$ cat config.mk
export PLATFORM = sky130hd
export DESIGN_NAME = edid_base_block_parser_core
export DESIGN_NICKNAME = d
export VERILOG_FILES = /design/src/sv/edid_bp_pkg.sv /design/src/sv/edid_bp_parser.sv /design/src/sv/edid_bp_emit.sv /design/src/sv/edid_base_block_parser_core.sv
export SDC_FILE = /design/constraint.sdc
export NUM_CORES = 1
export LEC_CHECK = 0
export CAP_MARGIN = 40
export CORE_MARGIN = 3
export CORE_UTILIZATION = 54
export CTS_BUF_LIST = sky130_fd_sc_hd__clkbuf_16
export DETAILED_ROUTE_END_ITERATION = 7
export DONT_BUFFER_PORTS = 1
export PLACE_DENSITY_LB_ADDON = 0.2
export RECOVER_POWER = 100
export SLEW_MARGIN = 10
export SYNTH_ARGS = -nofsm -noshare
export SYNTH_HDL_FRONTEND = slang
export SYNTH_SLANG_ARGS = --single-unit
$ cat constraint.sdc
create_clock -name clk -period 5.02 [get_ports clk]
set_input_delay 0.753 -clock clk [delete_from_list [all_inputs] [get_ports clk]]
set_output_delay 0.753 -clock clk [all_outputs]
set_load 0.005 [all_outputs]
$ cat src/sv/edid_bp_pkg.sv
// ----------------------------------------------------------------------------
// edid_bp_pkg
// Shared constants, types and helpers of the EDID base block parser.
// ----------------------------------------------------------------------------
package edid_bp_pkg;

	localparam int BYTE_W     = 8;
	localparam int CNT_W      = 8;
	localparam int POS_W      = 5;
	localparam int LEN_W      = 4;
	localparam int LETTER_W   = 7;

	localparam logic [CNT_W-1:0] BLOCK_LEN   = 8'd128;
	localparam logic [CNT_W-1:0] LAST_OFFSET = 8'd127;
	localparam logic [CNT_W-1:0] DESC_START  = 8'd54;
	localparam logic [CNT_W-1:0] DESC_END    = 8'd126;   // 108 + 18
	localparam logic [CNT_W-1:0] OFS_MAKER_HI = 8'd8;
	localparam logic [CNT_W-1:0] OFS_MAKER_LO = 8'd9;
	localparam logic [CNT_W-1:0] OFS_PROD_LO  = 8'd10;
	localparam logic [CNT_W-1:0] OFS_PROD_HI  = 8'd11;
	localparam logic [CNT_W-1:0] OFS_SER_0    = 8'd12;
	localparam logic [CNT_W-1:0] OFS_SER_1    = 8'd13;
	localparam logic [CNT_W-1:0] OFS_SER_2    = 8'd14;
	localparam logic [CNT_W-1:0] OFS_SER_3    = 8'd15;

	localparam logic [POS_W-1:0] POS_HDR_LAST = 5'd3;
	localparam logic [POS_W-1:0] POS_TEXT     = 5'd5;
	localparam logic [POS_W-1:0] POS_LAST     = 5'd17;

	localparam logic [LEN_W-1:0] NAME_CAP     = 4'd13;

	localparam logic [BYTE_W-1:0] TAG_NAME    = 8'hFC;
	localparam logic [BYTE_W-1:0] CHAR_NUL    = 8'h00;
	localparam logic [BYTE_W-1:0] CHAR_LF     = 8'h0A;
	localparam logic [BYTE_W-1:0] CHAR_CR     = 8'h0D;
	localparam logic [BYTE_W-1:0] CHAR_SP     = 8'h20;

	localparam logic [4:0]          LETTER_MAX  = 5'd26;
	localparam logic [LETTER_W-1:0] LETTER_BASE = 7'd64;
	localparam logic [LETTER_W-1:0] LETTER_UNK  = 7'd63;

	localparam logic STATUS_OK    = 1'b0;
	localparam logic STATUS_SHORT = 1'b1;

	// header fields handed from the parser to the result emitter
	typedef struct packed {
		logic                status;
		logic [LETTER_W-1:0] letter_first;
		logic [LETTER_W-1:0] letter_second;
		logic [LETTER_W-1:0] letter_third;
		logic [15:0]         product_id;
		logic [31:0]         serial_id;
		logic [LEN_W-1:0]    name_length;
	} snap_t;

	function automatic logic [LETTER_W-1:0] letter_of(input logic [4:0] code);
		logic [LETTER_W-1:0] r;
		if (code != 5'd0 && code <= LETTER_MAX) begin
			r = LETTER_BASE + {2'b00, code};
		end else begin
			r = LETTER_UNK;
		end
		return r;
	endfunction

endpackage

$ cat src/sv/edid_bp_parser.sv
// ----------------------------------------------------------------------------
// edid_bp_parser
// Input register and per-block parse state: identity words, descriptor scan,
// name capture and trim tracking. Hands a snapshot over on the final beat.
// ----------------------------------------------------------------------------
module edid_bp_parser
	import edid_bp_pkg::*;
#(
	parameter int NAME_BYTES = 13
) (
	input  logic              clk,
	input  logic              arst_n,
	input  logic              in_valid,
	output logic              in_stall,
	input  logic [BYTE_W-1:0] data_byte,
	input  logic              end_of_block,
	output logic              snap_valid,
	input  logic              snap_ready,
	output snap_t             snap,
	output logic [BYTE_W-1:0] snap_names [NAME_BYTES]
);

	logic              valid_s1;
	logic [BYTE_W-1:0] byte_s1;
	logic              eob_s1;

	logic [CNT_W-1:0]  count_q;
	logic [POS_W-1:0]  pos_q;
	logic [15:0]       maker_q;
	logic [15:0]       product_q;
	logic [31:0]       serial_q;
	logic              hdr_match_q;
	logic              name_found_q;
	logic              nul_seen_q;
	logic [LEN_W-1:0]  text_len_q;
	logic [LEN_W-1:0]  kept_len_q;
	logic [BYTE_W-1:0] store_q [NAME_BYTES];

	logic              consume;
	logic              in_accept;
	logic              take;
	logic              in_range;
	logic              scan;
	logic [POS_W-1:0]  k;
	logic              hdr_match_d;
	logic              name_found_d;
	logic              nul_seen_d;
	logic [LEN_W-1:0]  text_len_d;
	logic [LEN_W-1:0]  kept_len_d;
	logic              wr_en;

	// a final beat waits in s1 until the emitter is free
	assign in_stall   = valid_s1 && eob_s1 && !snap_ready;
	assign in_accept  = in_valid && !in_stall;
	assign consume    = valid_s1 && (!eob_s1 || snap_ready);
	assign snap_valid = valid_s1 && eob_s1;
	assign take       = consume && (count_q < BLOCK_LEN);

	always_ff @(posedge clk or negedge arst_n) begin
		if (!arst_n) begin
			valid_s1 <= 1'b0;
		end else if (in_accept) begin
			valid_s1 <= 1'b1;
		end else if (consume) begin
			valid_s1 <= 1'b0;
		end
	end

	always_ff @(posedge clk) begin
		if (in_accept) begin
			byte_s1 <= data_byte;
			eob_s1  <= end_of_block;
		end
	end

	assign in_range = (count_q >= DESC_START) && (count_q < DESC_END);
	assign scan     = in_range && !(name_found_q && !hdr_match_q);
	assign k        = pos_q - POS_TEXT;

	always_comb begin
		hdr_match_d  = hdr_match_q;
		name_found_d = name_found_q;
		nul_seen_d   = nul_seen_q;
		text_len_d   = text_len_q;
		kept_len_d   = kept_len_q;
		wr_en        = 1'b0;
		if (scan) begin
			if (pos_q <= POS_HDR_LAST) begin
				if (!name_found_q) begin
					priority if (pos_q == '0) begin
						hdr_match_d = (byte_s1 == CHAR_NUL);
					end else if (pos_q < POS_HDR_LAST) begin
						hdr_match_d = hdr_match_q && (byte_s1 == CHAR_NUL);
					end else begin
						hdr_match_d = hdr_match_q && (byte_s1 == TAG_NAME);
						if (hdr_match_d) begin
							name_found_d = 1'b1;
						end
					end
				end
			end else if (pos_q >= POS_TEXT && hdr_match_q) begin
				if (k < POS_W'(NAME_BYTES) && !nul_seen_q) begin
					if (byte_s1 == CHAR_NUL) begin
						nul_seen_d = 1'b1;
					end else if (text_len_q < NAME_CAP) begin
						wr_en      = 1'b1;
						text_len_d = text_len_q + 4'd1;
						if (byte_s1 != CHAR_LF && byte_s1 != CHAR_CR && byte_s1 != CHAR_SP) begin
							kept_len_d = text_len_d;
						end
					end
				end
				if (pos_q == POS_LAST) begin
					hdr_match_d = 1'b0;
				end
			end
		end
	end

	always_ff @(posedge clk or negedge arst_n) begin
		if (!arst_n) begin
			count_q      <= '0;
			pos_q        <= '0;
			maker_q      <= '0;
			product_q    <= '0;
			serial_q     <= '0;
			hdr_match_q  <= 1'b0;
			name_found_q <= 1'b0;
			nul_seen_q   <= 1'b0;
			text_len_q   <= '0;
			kept_len_q   <= '0;
		end else if (consume && eob_s1) begin
			// block done: clear for the next one
			count_q      <= '0;
			pos_q        <= '0;
			maker_q      <= '0;
			product_q    <= '0;
			serial_q     <= '0;
			hdr_match_q  <= 1'b0;
			name_found_q <= 1'b0;
			nul_seen_q   <= 1'b0;
			text_len_q   <= '0;
			kept_len_q   <= '0;
		end else if (take) begin
			count_q <= count_q + 8'd1;
			if (in_range) begin
				pos_q <= (pos_q == POS_LAST) ? '0 : pos_q + 5'd1;
			end
			unique case (count_q)
				OFS_MAKER_HI: maker_q[15:8]    <= byte_s1;
				OFS_MAKER_LO: maker_q[7:0]     <= byte_s1;
				OFS_PROD_LO:  product_q[7:0]   <= byte_s1;
				OFS_PROD_HI:  product_q[15:8]  <= byte_s1;
				OFS_SER_0:    serial_q[7:0]    <= byte_s1;
				OFS_SER_1:    serial_q[15:8]   <= byte_s1;
				OFS_SER_2:    serial_q[23:16]  <= byte_s1;
				OFS_SER_3:    serial_q[31:24]  <= byte_s1;
				default: ;
			endcase
			hdr_match_q  <= hdr_match_d;
			name_found_q <= name_found_d;
			nul_seen_q   <= nul_seen_d;
			text_len_q   <= text_len_d;
			kept_len_q   <= kept_len_d;
		end
	end

	always_ff @(posedge clk) begin
		for (int i = 0; i < NAME_BYTES; i++) begin
			if (take && wr_en && text_len_q == LEN_W'(i)) begin
				store_q[i] <= byte_s1;
			end
		end
	end

	// the final beat of a full block lies past the descriptors, so the
	// registered state is already complete here
	always_comb begin
		snap = '0;
		if (count_q < LAST_OFFSET) begin
			snap.status = STATUS_SHORT;
		end else begin
			snap.status        = STATUS_OK;
			snap.letter_first  = letter_of(maker_q[14:10]);
			snap.letter_second = letter_of(maker_q[9:5]);
			snap.letter_third  = letter_of(maker_q[4:0]);
			snap.product_id    = product_q;
			snap.serial_id     = serial_q;
			snap.name_length   = kept_len_q;
		end
	end

	assign snap_names = store_q;

endmodule

$ cat src/sv/edid_bp_emit.sv
// ----------------------------------------------------------------------------
// edid_bp_emit
// Holds one block's snapshot and plays out the header result and the name
// characters through the output register.
// ----------------------------------------------------------------------------
module edid_bp_emit
	import edid_bp_pkg::*;
#(
	parameter int NAME_BYTES = 13
) (
	input  logic                clk,
	input  logic                arst_n,
	input  logic                snap_valid,
	output logic                snap_ready,
	input  snap_t               snap,
	input  logic [BYTE_W-1:0]   snap_names [NAME_BYTES],
	output logic                out_valid,
	input  logic                out_stall,
	output logic                status,
	output logic [LETTER_W-1:0] letter_first,
	output logic [LETTER_W-1:0] letter_second,
	output logic [LETTER_W-1:0] letter_third,
	output logic [15:0]         product_id,
	output logic [31:0]         serial_id,
	output logic [LEN_W-1:0]    name_length,
	output logic                is_name_char,
	output logic [BYTE_W-1:0]   name_char,
	output logic                last_of_run
);

	logic              pend_q;
	logic              hdr_sent_q;
	snap_t             hold_q;
	logic [LEN_W-1:0]  rem_q;
	logic [BYTE_W-1:0] chars_q [NAME_BYTES];
	logic              out_valid_q;

	logic              slot_free;
	logic              emit;
	logic              load;
	logic              last_beat;

	// take the next snapshot in the cycle the last result leaves
	assign snap_ready = !pend_q || (emit && last_beat);
	assign load       = snap_valid && snap_ready;
	assign slot_free  = !out_valid_q || !out_stall;
	assign emit       = pend_q && slot_free;
	assign last_beat  = hdr_sent_q ? (rem_q == 4'd1) : (hold_q.name_length == '0);

	always_ff @(posedge clk or negedge arst_n) begin
		if (!arst_n) begin
			pend_q      <= 1'b0;
			hdr_sent_q  <= 1'b0;
			out_valid_q <= 1'b0;
		end else begin
			if (load) begin
				pend_q     <= 1'b1;
				hdr_sent_q <= 1'b0;
			end else if (emit) begin
				hdr_sent_q <= 1'b1;
				if (last_beat) begin
					pend_q <= 1'b0;
				end
			end
			if (emit) begin
				out_valid_q <= 1'b1;
			end else if (!out_stall) begin
				out_valid_q <= 1'b0;
			end
		end
	end

	always_ff @(posedge clk) begin
		if (load) begin
			hold_q  <= snap;
			rem_q   <= snap.name_length;
			chars_q <= snap_names;
		end else if (emit && hdr_sent_q) begin
			// advance the name one character
			rem_q <= rem_q - 4'd1;
			for (int i = 0; i < NAME_BYTES - 1; i++) begin
				chars_q[i] <= chars_q[i+1];
			end
		end
		if (emit) begin
			last_of_run <= last_beat;
			if (hdr_sent_q) begin
				status        <= STATUS_OK;
				letter_first  <= '0;
				letter_second <= '0;
				letter_third  <= '0;
				product_id    <= '0;
				serial_id     <= '0;
				name_length   <= '0;
				is_name_char  <= 1'b1;
				name_char     <= chars_q[0];
			end else begin
				status        <= hold_q.status;
				letter_first  <= hold_q.letter_first;
				letter_second <= hold_q.letter_second;
				letter_third  <= hold_q.letter_third;
				product_id    <= hold_q.product_id;
				serial_id     <= hold_q.serial_id;
				name_length   <= hold_q.name_length;
				is_name_char  <= 1'b0;
				name_char     <= '0;
			end
		end
	end

	assign out_valid = out_valid_q;

endmodule

$ cat src/sv/edid_base_block_parser_core.sv
// ----------------------------------------------------------------------------
// edid_base_block_parser_core
// EDID base block identity parser: manufacturer, product, serial and name.
// ----------------------------------------------------------------------------
// Bytes of an EDID block enter one beat per cycle while in_stall is low, offset 0
// first, with end_of_block on the final byte. Each byte passes an input register and
// is parsed in that cycle; a non-final byte never waits there. On the final byte a
// snapshot moves to the result emitter, which sends a header result and then
// one result per kept name character, one per cycle while out_stall is low, through
// the output register, so a block yields 1 to NAME_BYTES+1 results. The next block's
// bytes stream in meanwhile; only its final byte waits in the input register
// until the emitter hands its last result to the output register, and it
// moves on in that same cycle. A block shorter than 128 bytes gives one result
// with status set; bytes past offset 127 are ignored.
// ----------------------------------------------------------------------------
module edid_base_block_parser_core
	import edid_bp_pkg::*;
#(
	parameter int NAME_BYTES = 13
) (
	input  logic                clk,
	input  logic                arst_n,
	input  logic                in_valid,
	output logic                in_stall,
	input  logic [BYTE_W-1:0]   data_byte,
	input  logic                end_of_block,
	output logic                out_valid,
	input  logic                out_stall,
	output logic                status,
	output logic [LETTER_W-1:0] letter_first,
	output logic [LETTER_W-1:0] letter_second,
	output logic [LETTER_W-1:0] letter_third,
	output logic [15:0]         product_id,
	output logic [31:0]         serial_id,
	output logic [LEN_W-1:0]    name_length,
	output logic                is_name_char,
	output logic [BYTE_W-1:0]   name_char,
	output logic                last_of_run
);

	logic              snap_valid;
	logic              snap_ready;
	snap_t             snap;
	logic [BYTE_W-1:0] snap_names [NAME_BYTES];

	edid_bp_parser #(
		.NAME_BYTES(NAME_BYTES)
	) u_parser (
		.clk          (clk),
		.arst_n       (arst_n),
		.in_valid     (in_valid),
		.in_stall     (in_stall),
		.data_byte    (data_byte),
		.end_of_block (end_of_block),
		.snap_valid   (snap_valid),
		.snap_ready   (snap_ready),
		.snap         (snap),
		.snap_names   (snap_names)
	);

	edid_bp_emit #(
		.NAME_BYTES(NAME_BYTES)
	) u_emit (
		.clk           (clk),
		.arst_n        (arst_n),
		.snap_valid    (snap_valid),
		.snap_ready    (snap_ready),
		.snap          (snap),
		.snap_names    (snap_names),
		.out_valid     (out_valid),
		.out_stall     (out_stall),
		.status        (status),
		.letter_first  (letter_first),
		.letter_second (letter_second),
		.letter_third  (letter_third),
		.product_id    (product_id),
		.serial_id     (serial_id),
		.name_length   (name_length),
		.is_name_char  (is_name_char),
		.name_char     (name_char),
		.last_of_run   (last_of_run)
	);

endmodule

==> impl_metrics.env, run 1 <==
export IMPL_status="finished with violations"
export IMPL_violations="max-capacitance violations, max-slew violations"
export IMPL_yosys_warnings=0
export IMPL_criticalPathCategory="reg2reg"
export IMPL_drive_gt1_share_pct=6.676
export IMPL_num_rows=67
export IMPL_cp_arrival_ns=4.20
export IMPL_globalplace_congestion=0.8004
export IMPL_critPathRequiredTime_ns=5.24
export IMPL_relSlewSlack_pct=-58.77
export IMPL_clock_path_buffers=3
export IMPL_end_kind="register"
export IMPL_period_needed_ns=3.974
export IMPL_hp_class="in2reg"
export IMPL_synth_ff_latch_count=470
export IMPL_initialDrtViolationCount=656
export IMPL_place_inst=1766
export IMPL_synthDistinctLibCells=51
export IMPL_synth_ff_type="edfxtp_1"
export IMPL_cts_tree="built"
export IMPL_start_util_pct=54.92
export IMPL_routedWlPerCell_um=17.14
export IMPL_insertion_delay_ns=0.56
export IMPL_finalHoldViolCount=0
export IMPL_ir_drop_mv=0.3468
export IMPL_hold_depth=0
export IMPL_p_per_area_nw_per_um2=542.6
export IMPL_grt_max_degree=92
export IMPL_viasPerCell=5.244
export IMPL_setup_violations=0
export IMPL_fin_cells=1856
export IMPL_htree_levels=2
export IMPL_final_area_um2=20320
export IMPL_cp_max_fo=24
export IMPL_grt_use_total_pct=17.83
export IMPL_hold_buffers=1
export IMPL_dieArea_um2=36440
export IMPL_mappedNetlistArea_um2=18460
export IMPL_power_total_w=0.01103
export IMPL_max_freq_mhz=251.7
export IMPL_fin_setup_tns_ns=0
export IMPL_clock_sinks=470
export IMPL_fp_dieW_um=190.9
export IMPL_p_leak_nw=8.192
export IMPL_async_flop_share_pct=19.36
export IMPL_io_buffers=0
export IMPL_vias=9733
export IMPL_cts_setup_buffers=0
export IMPL_ios=99
export IMPL_core_um2=33620
export IMPL_grt_pass1_vias=9615
export IMPL_ctsResizeCount=0
export IMPL_worst_slew_pin_slew_ns=2.382
export IMPL_rr_worst_depth=7
export IMPL_clk_pin_slew_ns=0.06
export IMPL_grt_antenna_before_repair=1
export IMPL_fp_dieH_um=190.9
export IMPL_numCtsBuffers=48
export IMPL_cap_violations=10
export IMPL_dr_pass1_iters=5
export IMPL_netlist_instances=1362
export IMPL_synth_edf_count=379
export IMPL_placed_cell_area_um2=18990
export IMPL_synth_seq_area_share_pct=73.98
export IMPL_overflow=0
export IMPL_wl_um=31800
export IMPL_area_growth_pct=10.07
export IMPL_num_antenna_cells=0
export IMPL_slew_violations=350
export IMPL_worstSetupStartpointType="register"
export IMPL_layout_nets=1397
export IMPL_drc=0
export IMPL_layout_worst_path_cycle_share_pct=79.16
export IMPL_grt_pass1_wl_um=51340
export IMPL_cts_root_buf="clkbuf_16"
export IMPL_hpwl_um=17820
export IMPL_rsz0062_at_grt="no"
export IMPL_syn_nets=1390
export IMPL_skew_ns=0.01885
export IMPL_drtAntennaViolNets=0
export IMPL_syn_avg_cell_area_um2=13.56
==> registers in the layout (all words and copies together), names as in the netlist, 4 cells and up <==
signal / count
u_parser.text_len_q: 4
u_emit.name_char: 8
u_emit.rem_q: 4
u_emit.letter_first: 7
u_parser.byte_s1: 8
u_emit.letter_third: 7
u_emit.hold_q: 74
u_emit.name_length: 4
u_emit.letter_second: 7
u_parser.pos_q: 5
u_emit.product_id: 16
u_parser.count_q: 8
u_parser.kept_len_q: 4
u_parser.snap_names: 104
u_emit.chars_q: 104
u_emit.serial_id: 32
u_parser.product_q: 16
u_parser.maker_q: 15
u_parser.serial_q: 32
==> Yosys cell counts (3+ instances only) <==
| master | number | area [um2] |
|---|---|---|
| nand4_1 | 4 | 25.02 |
| ha_1 | 15 | 187.7 |
| xnor2_1 | 10 | 87.58 |
| o21ai_0 | 17 | 85.08 |
| inv_1 | 15 | 56.30 |
| nand4_2 | 7 | 87.58 |
| nand3_1 | 10 | 50.05 |
| nand2_1 | 311 | 1167 |
| a21o_1 | 4 | 30.03 |
| nor4_4 | 3 | 63.81 |
| a31oi_1 | 4 | 25.02 |
| nor3_1 | 7 | 35.03 |
| o21a_1 | 3 | 22.52 |
| or2_2 | 5 | 31.28 |
| edfxtp_1 | 379 | 11380 |
| nor2b_1 | 81 | 506.7 |
| mux2i_1 | 64 | 640.6 |
| dfrtp_1 | 91 | 2277 |
| buf_2 | 28 | 140.1 |
| nand2b_1 | 5 | 31.28 |
| a21oi_1 | 27 | 135.1 |
| and2_1 | 77 | 481.7 |
| nor4_1 | 8 | 50.05 |
| nor2_1 | 116 | 435.4 |
| clkbuf_1 | 35 | 131.4 |
| xor2_1 | 3 | 26.28 |
| or3_1 | 4 | 25.02 |
==> worst paths after layout <==
path	start	endpoint	slack, ns
max in group asynchronous	arst_n	u_parser.serial_q[0]	2.70
min in group asynchronous	arst_n	u_parser.pos_q[4]	0.92
setup / recovery	u_parser.byte_s1[3]	u_parser.snap_names[2]	1.05
hold reg to reg	u_parser.snap_names[0]	u_emit.chars_q[0]	0.42
hold / removal	data_byte[7]	u_parser.byte_s1[7]	0.29
setup reg to reg	u_parser.byte_s1[3]	u_parser.snap_names[2]	1.05
==> cell families after synthesis <==
kind of cell               after synthesis  share of synthesized area, %
and+or+nand+nor                        652                         16.88
adders and majority gates               15                         1.017
DFF                                    470                         73.98
buffers and inverters                   83                         1.918
muxes                                   64                         3.470
xor gates and xnor gates                13                        0.6167
AOI/OAI and AO/OA                       65                         2.121
==> critical path: stages, from the launching register on <==
cell      delay (ns)
edfxtp_1        0.33
clkbuf_1        1.32
nor4_1          0.22
nand2_1         0.18
and3_1          0.21
nand3_2         0.27
nor3_1          0.75
clkbuf_1        0.35
==> through the flow <==
stage	setup slack, ns	util (%)	hold WS, ns
after global routing	0.7621	60.45	0.2685
after floorplan	0.2116	-	0.4003
after detailed placement	1.683	56.48	0.4045
after global placement	1.492	56.16	0.4023
after CTS	1.684	60.91	0.1321
final	1.046	60.45	0.2920
==> cell usage in the layout, fill, tap and decap left out, types with 2 or more instances in the layout <==
cell and count:
a21o_1 3, a21oi_1 27, a31oi_1 4, and2_0 51, and2_1 26, and3_1 2
buf_4 7, bufinv_16 2, clkbuf_1 10, clkbuf_16 49, clkbuf_2 4, clkinv_1 16
clkinv_2 9, clkinvlp_4 3, dfrtp_1 91, edfxtp_1 379, ha_1 15, inv_1 24
inv_6 2, mux2i_1 64, nand2_1 311, nand2b_1 5, nand3_1 11, nand4_1 8
nand4_2 3, nor2_1 116, nor2b_1 81, nor3_1 9, nor3b_1 2, nor4_1 8
nor4_4 3, o21a_1 3, o21ai_0 17, or2_2 4, or3_1 4, xnor2_1 10
xor2_1 3
==> per-layer routing <==
layer,vias to the layer above,part of all wire (%),wire [um],global-route usage [%]
met5,-,0,0,0
met3,56,5.1,1633,4.108
met1,4785,46,14520,24.44
li1,4697,-,-,-
met2,195,47,14950,29.07
met4,0,2.2,702,4.855
==> power breakdown <==
group	leakage [nW]	switching [W]	internal, W
sequential	4.88	0.000448	0.00556
combinational	2.57	0.00117	0.000558
clock	0.748	0.00141	0.00187
==> layout make-up <==
class | instances | area, um2
sequential | 470 | 13660
tap | 448 | 560.5
fill | 2599 | 13290
multi-input combinational | 809 | 4413
clock buffer | 49 | 1226
clock inverter | 40 | 235.2
inverter | 17 | 71.32
timing repair buffer | 23 | 157.7
No activity file was read; power rests on OpenSTA's default activity.
==> run 2: changes to the inputs <==
==> constraint.sdc (replaced) <==
create_clock -name clk -period 3.8 [get_ports clk]
set_input_delay 0.57 -clock clk [delete_from_list [all_inputs] [get_ports clk]]
set_output_delay 0.57 -clock clk [all_outputs]
set_load 0.005 [all_outputs]
==> run 2 against run 1 <==
The flow still finishes with violations (max-capacitance violations, max-slew violations); worst hold slack lost 0.17 ns; first-iteration DRC count grew 36%; sequential share of layout area shrank 0.20 points; critical path depth is the same; combinational power grew 35%; cell count grew 0.11%; maximum frequency grew 21%; clock power grew 33%; critical path type unchanged; largest cell class unchanged.
==> impl_metrics.env, run 2 (same netlist as run 1, synthesis figures left out) <==
export IMPL_placed_cell_area_um2=18980
export IMPL_wl_um=32590
export IMPL_multi_input_area_um2=4446
export IMPL_clk_pin_slew_ns=0.06
export IMPL_htree_levels=2
export IMPL_clock_sinks=470
export IMPL_power_frac_comb_pct=15.9
export IMPL_status="finished with violations"
export IMPL_grt_max_degree=162
export IMPL_fin_cells=1858
export IMPL_cts_root_buf="clkbuf_16"
export IMPL_r2r_start="u_emit.hold_q[2]"
export IMPL_viasPerCell=5.306
export IMPL_drc=0
export IMPL_layout_common_cells="edfxtp_1, nand2_1, nor2_1"
export IMPL_num_antenna_cells=0
export IMPL_rr_worst_depth=7
export IMPL_fillerInstances=2532
export IMPL_internal_power_w=0.01057
export IMPL_dr_pass1_iters=5
export IMPL_criticalPathCategory="reg2reg"
export IMPL_io_buffers=0
export IMPL_hold_depth=0
export IMPL_layout_nets=1399
export IMPL_crit_family="buffers and inverters"
export IMPL_skew_ns=0.02255
export IMPL_regToRegSetupSlack_ns=0.51
export IMPL_layout_worst_path_cycle_share_pct=86.49
export IMPL_p_leak_nw=8.222
export IMPL_insertion_delay_ns=0.56
export IMPL_switchingPower_w=0.004045
export IMPL_drive_gt1_share_pct=7.376
export IMPL_min_from="data_byte[5]"
export IMPL_cap_violations=9
export IMPL_worstSetupStartpointType="register"
export IMPL_violations="max-capacitance violations, max-slew violations"
export IMPL_fp_dieW_um=190.9
export IMPL_p_per_area_nw_per_um2=716.9
export IMPL_post_route_util_pct=60.64
export IMPL_grt_antenna_before_repair=0
export IMPL_cp_arrival_ns=3.51
export IMPL_r2r_end="u_emit.hold_q[71]"
export IMPL_num_rows=67
export IMPL_globalplace_congestion=0.8209
export IMPL_whs_endpoint="u_parser.byte_s1[5]"
export IMPL_ios=99
export IMPL_relSlewSlack_pct=-57.05
export IMPL_cts_setup_buffers=0
export IMPL_start_util_pct=54.92
export IMPL_fin_setup_tns_ns=0
export IMPL_cpPeakStageDelay_ns=1.02
export IMPL_cpMaxStageDelayCell="clkbuf_1"
export IMPL_clkPwrFrac_pct=29.8
export IMPL_startpoint="u_emit.hold_q[2]"
export IMPL_grt_pass1_wl_um=52720
export IMPL_final_common_cell="edfxtp_1"
export IMPL_path_cells="nor4_4, a21o_1, a21bo_2, nand3_1, clkinvlp_2, clkbuf_1, buf_16"
export IMPL_place_inst=1767
export IMPL_ir_drop_mv=0.4565
export IMPL_max_freq_mhz=304.3
export IMPL_critPathRequiredTime_ns=4.02
export IMPL_dieArea_um2=36440
export IMPL_cp_max_fo=79
export IMPL_seq_power_share_pct=54.3
export IMPL_end_kind="register"
export IMPL_grt_use_total_pct=18.40
export IMPL_final_area_um2=20380
export IMPL_cts_tree="built"
export IMPL_power_total_w=0.01461
export IMPL_crit_buf_inv=3
export IMPL_hpwl_um=18450
export IMPL_finalHoldViolCount=0
export IMPL_rsz0062_at_grt="no"
export IMPL_core_um2=33620
export IMPL_drtAntennaViolNets=0
export IMPL_worst_slew_pin_slew_ns=2.356
export IMPL_p_sw_share_pct=27.68
export IMPL_initialDrtViolationCount=893
export IMPL_routedWlPerCell_um=17.54
export IMPL_hp_class="in2reg"
export IMPL_clock_path_buffers=3
export IMPL_period_needed_ns=3.287
export IMPL_slew_violations=346
export IMPL_grt_pass1_vias=9765
export IMPL_area_growth_pct=10.40
export IMPL_overflow=0
export IMPL_regArea_um2=13660
export IMPL_numCtsBuffers=48
export IMPL_fp_dieH_um=190.9
export IMPL_setup_violations=0
export IMPL_vias=9859
run 2: how the worst max path moves through the flow:
stage / endpoint / slack (ns) / depth (start not counted)
6_report: u_emit.hold_q[71] / 0.51 / 7
5_1_grt: u_parser.snap_names[46] / 0.26 / 9
4_1_cts: u_parser.snap_names[26] / 0.75 / 9
3_5_place_dp: u_parser.snap_names[29] / 0.76 / 9
3_3_place_gp: u_parser.snap_names[30] / 0.85 / 9
2_1_floorplan: u_emit.chars_q[100] / 0.16 / 3
run 2: layout make-up:
type	instances	area share, %
multi-input cells	809	21.81
flip-flops and latches	470	67.01
inverters	17	0.3192
repair buffers	25	0.8655
well taps	448	2.750
clock inverters	40	1.234
clock buffers	49	6.016
run 2: power by group through the flow:
stage                     Sequential, W  Clock [W]  Combinational, W
after floorplan                 0.00786          0           0.00176
after global placement          0.00800          0           0.00228
after detailed placement        0.00804          0           0.00238
after CTS                       0.00795    0.00447           0.00241
after global routing            0.00807    0.00468           0.00271
final                           0.00793    0.00436           0.00233
run 2: routing by layer:
layer / GRT usage, % / vias up / share of wire (%)
li1: - / 4716 / -
met1: 25.76 / 4838 / 45
met2: 29.83 / 250 / 48
met3: 3.558 / 55 / 5.3
met4: 5.222 / 0 / 2.0
met5: 0 / - / 0
run 2: through the flow:
step | worst slack, ns | hold WS [ns]
after floorplan | 0.1636 | 0.2744
after global placement | 0.8503 | 0.2784
after detailed placement | 0.7645 | 0.2789
after CTS | 0.7512 | 0.09174
after global routing | 0.2558 | 0.08877
final | 0.5135 | 0.1175
run 2: worst reg2reg max path, stage by stage (launching register included):
cell and delay, ns:
edfxtp_1 0.43, nor4_4 0.40, a21o_1 0.21, a21bo_2 0.16, nand3_1 0.11, clkinvlp_2 0.18
clkbuf_1 1.02, buf_16 0.38
run 2: what timing repair did:
item | 4_1_cts | 5_1_grt
gates resized for setup | 0 | 0
endpoints found under the hold margin | 91 | 0
hold buffers | 2 | 0
==> run 3: changes to the inputs <==
--- a/config.mk
+++ b/config.mk
@@ -9,6 +9,7 @@
 export CORE_MARGIN = 3
 export CORE_UTILIZATION = 54
 export CTS_BUF_LIST = sky130_fd_sc_hd__clkbuf_16
+export CTS_CLUSTER_SIZE = 20
 export DETAILED_ROUTE_END_ITERATION = 7
 export DONT_BUFFER_PORTS = 1
 export PLACE_DENSITY_LB_ADDON = 0.2
==> constraint.sdc (replaced) <==
create_clock -name clk -period 3.8 [get_ports clk]
set_input_delay 0.57 -clock clk [delete_from_list [all_inputs] [get_ports clk]]
set_output_delay 0.57 -clock clk [all_outputs]
set_load 0.1 [all_outputs]
==> run 3 against run 2 <==
The run still ends with max-capacitance violations, max-slew violations left; design area grew 0.90%; flip-flop and latch count did not move; routed wire length up 2.4%; critical path depth increased by 1; non-clock buffer count increased by 32; clock-buffer cell count unchanged; worst hold slack better by 0.014 ns.
==> impl_metrics.env, run 3 (same netlist as run 1, synthesis figures left out) <==
export IMPL_overflow=0
export IMPL_grt_pass1_vias=9951
export IMPL_grtUsageMet1_pct=26.19
export IMPL_criticalPathCategory="reg2reg"
export IMPL_fin_ws_ns=0.5934
export IMPL_grt_busiest_layer="met2"
export IMPL_period_needed_ns=3.207
export IMPL_wl_um=33390
export IMPL_ios=99
export IMPL_hold_depth=0
export IMPL_critPathRequiredTime_ns=3.96
export IMPL_layout_nets=1430
export IMPL_dieArea_um2=36440
export IMPL_path_cells="inv_1, ha_1, a21oi_1, o32ai_1, nand3_2, clkbuf_1, nor3_2, and2_0"
export IMPL_fp_dieW_um=190.9
export IMPL_final_common_cell="edfxtp_1"
export IMPL_insertion_delay_ns=0.53
export IMPL_vias=9960
export IMPL_max_freq_mhz=311.9
export IMPL_cts_tree="built"
export IMPL_grt_use_total_pct=18.36
export IMPL_grt_antenna_before_repair=0
export IMPL_place_inst=1788
export IMPL_relSlewSlack_pct=-57.61
export IMPL_start_util_pct=54.92
export IMPL_startpoint="u_parser.pos_q[0]"
export IMPL_cp_max_fo=16
export IMPL_dp_slack_ns=0.7466
export IMPL_cpMaxStageDelayCell="and2_0"
export IMPL_p_leak_nw=8.283
export IMPL_grt_max_degree=185
export IMPL_fin_setup_tns_ns=0
export IMPL_drtAntennaViolNets=0
export IMPL_post_route_util_pct=61.18
export IMPL_dr_pass1_iters=5
export IMPL_grt_pass1_wl_um=53070
export IMPL_worst_slew_pin_slew_ns=2.364
export IMPL_initialDrtViolationCount=838
export IMPL_area_growth_pct=11.40
export IMPL_finalHoldViolCount=0
export IMPL_num_antenna_cells=0
export IMPL_end_kind="register"
export IMPL_core_um2=33620
export IMPL_hpwl_um=18520
export IMPL_ctsResizeCount=0
export IMPL_r2r_start="u_parser.pos_q[0]"
export IMPL_skew_ns=0.008157
export IMPL_hp_class="in2reg"
export IMPL_drive_gt1_share_pct=7.029
export IMPL_r2r_end="u_parser.snap_names[99]"
export IMPL_clock_sinks=470
export IMPL_min_from="end_of_block"
export IMPL_placed_cell_area_um2=19470
export IMPL_cap_violations=10
export IMPL_ir_drop_mv=0.4902
export IMPL_drc=0
export IMPL_fp_dieH_um=190.9
export IMPL_regToRegSetupSlack_ns=0.59
export IMPL_violations="max-capacitance violations, max-slew violations"
export IMPL_num_rows=67
export IMPL_numCtsBuffers=47
export IMPL_routedWlPerCell_um=17.71
export IMPL_layout_common_cells="edfxtp_1, nand2_1, nor2_1"
export IMPL_globalplace_congestion=0.7718
export IMPL_rsz0062_at_grt="no"
export IMPL_io_buffers=0
export IMPL_grtUsageMet3_pct=3.228
export IMPL_setup_violations=0
export IMPL_worstSetupStartpointType="register"
export IMPL_rr_worst_depth=8
export IMPL_slew_violations=391
export IMPL_clk_pin_slew_ns=0.06
export IMPL_whs_endpoint="u_parser.eob_s1"
export IMPL_layout_worst_path_cycle_share_pct=84.38
export IMPL_final_area_um2=20570
export IMPL_cpPeakStageDelay_ns=0.61
export IMPL_clock_path_buffers=3
export IMPL_status="finished with violations"
export IMPL_htree_levels=2
export IMPL_p_per_area_nw_per_um2=833.9
export IMPL_grt_use_met2_pct=29.66
export IMPL_cp_arrival_ns=3.37
export IMPL_viasPerCell=5.284
export IMPL_cts_root_buf="clkbuf_16"
export IMPL_fin_cells=1885
==> run 3: cell count changes in the layout (fill, tap and decap cells not counted), sizes merged <==
| cell | before | now |
|---|---|---|
| bufinv | 2 | 5 |
| inv | 27 | 23 |
| clkinvlp | 5 | 1 |
| buf | 4 | 8 |
| clkbuf | 69 | 97 |
==> run 3: critical path, delay by kind of cell, from the launching register on <==
family	cells	cell delay, ns
flops	1	0.51
fa+ha+maj	1	0.34
simple gates	3	0.98
compound gates	2	0.54
buf+inv	2	0.46
==> run 3: power by group <==
part / switching [W] / internal [W] / total [W]
registers: 0.00199 / 0.00737 / 0.00936
logic: 0.00252 / 0.000790 / 0.00331
clock network: 0.00183 / 0.00266 / 0.00448
total: 0.00633 / 0.0108 / 0.0172
==> run 3: worst max path at each step <==
stage	end	slack [ns]	depth (start not counted)
after floorplan	u_parser.byte_s1[0]	0.27	4
after global placement	u_emit.hold_q[23]	0.51	9
after detailed placement	u_emit.hold_q[23]	0.75	10
after CTS	u_emit.hold_q[18]	0.74	10
after global routing	u_parser.snap_names[99]	0.29	9
final	u_parser.snap_names[99]	0.59	8
==> run 3: cell type report <==
class / instances / area, um2
tap: 448 / 560.5
timing repair buffer: 57 / 322.8
fill: 2560 / 13050
inverter: 17 / 65.06
clock inverter: 35 / 280.3
multi-input combinational: 809 / 4453
clock buffer: 49 / 1226
sequential: 470 / 13660
==> run 3: what timing repair did <==
| action | CTS | global route |
|---|---|---|
| hold buffers | 2 | 0 |
| setup endpoints to repair | 0 | 0 |
| setup buffers | 0 | 0 |
| hold endpoints to repair | 91 | 0 |
==> run 3: metrics by stage <==
stage	total power (W)	hold slack (ns)
global placement	0.01255	0.2786
CTS	0.01767	0.1058
global route	0.01797	0.1078
finish	0.01715	0.1311
floorplan	0.01189	0.2744
detailed placement	0.01313	0.2790
==> run 3: routing by layer <==
layer / share of wire [%] / up-vias
met3: 5.1 / 55
met4: 2.1 / 0
met5: 0 / -
met1: 45 / 4903
met2: 48 / 247
li1: - / 4755
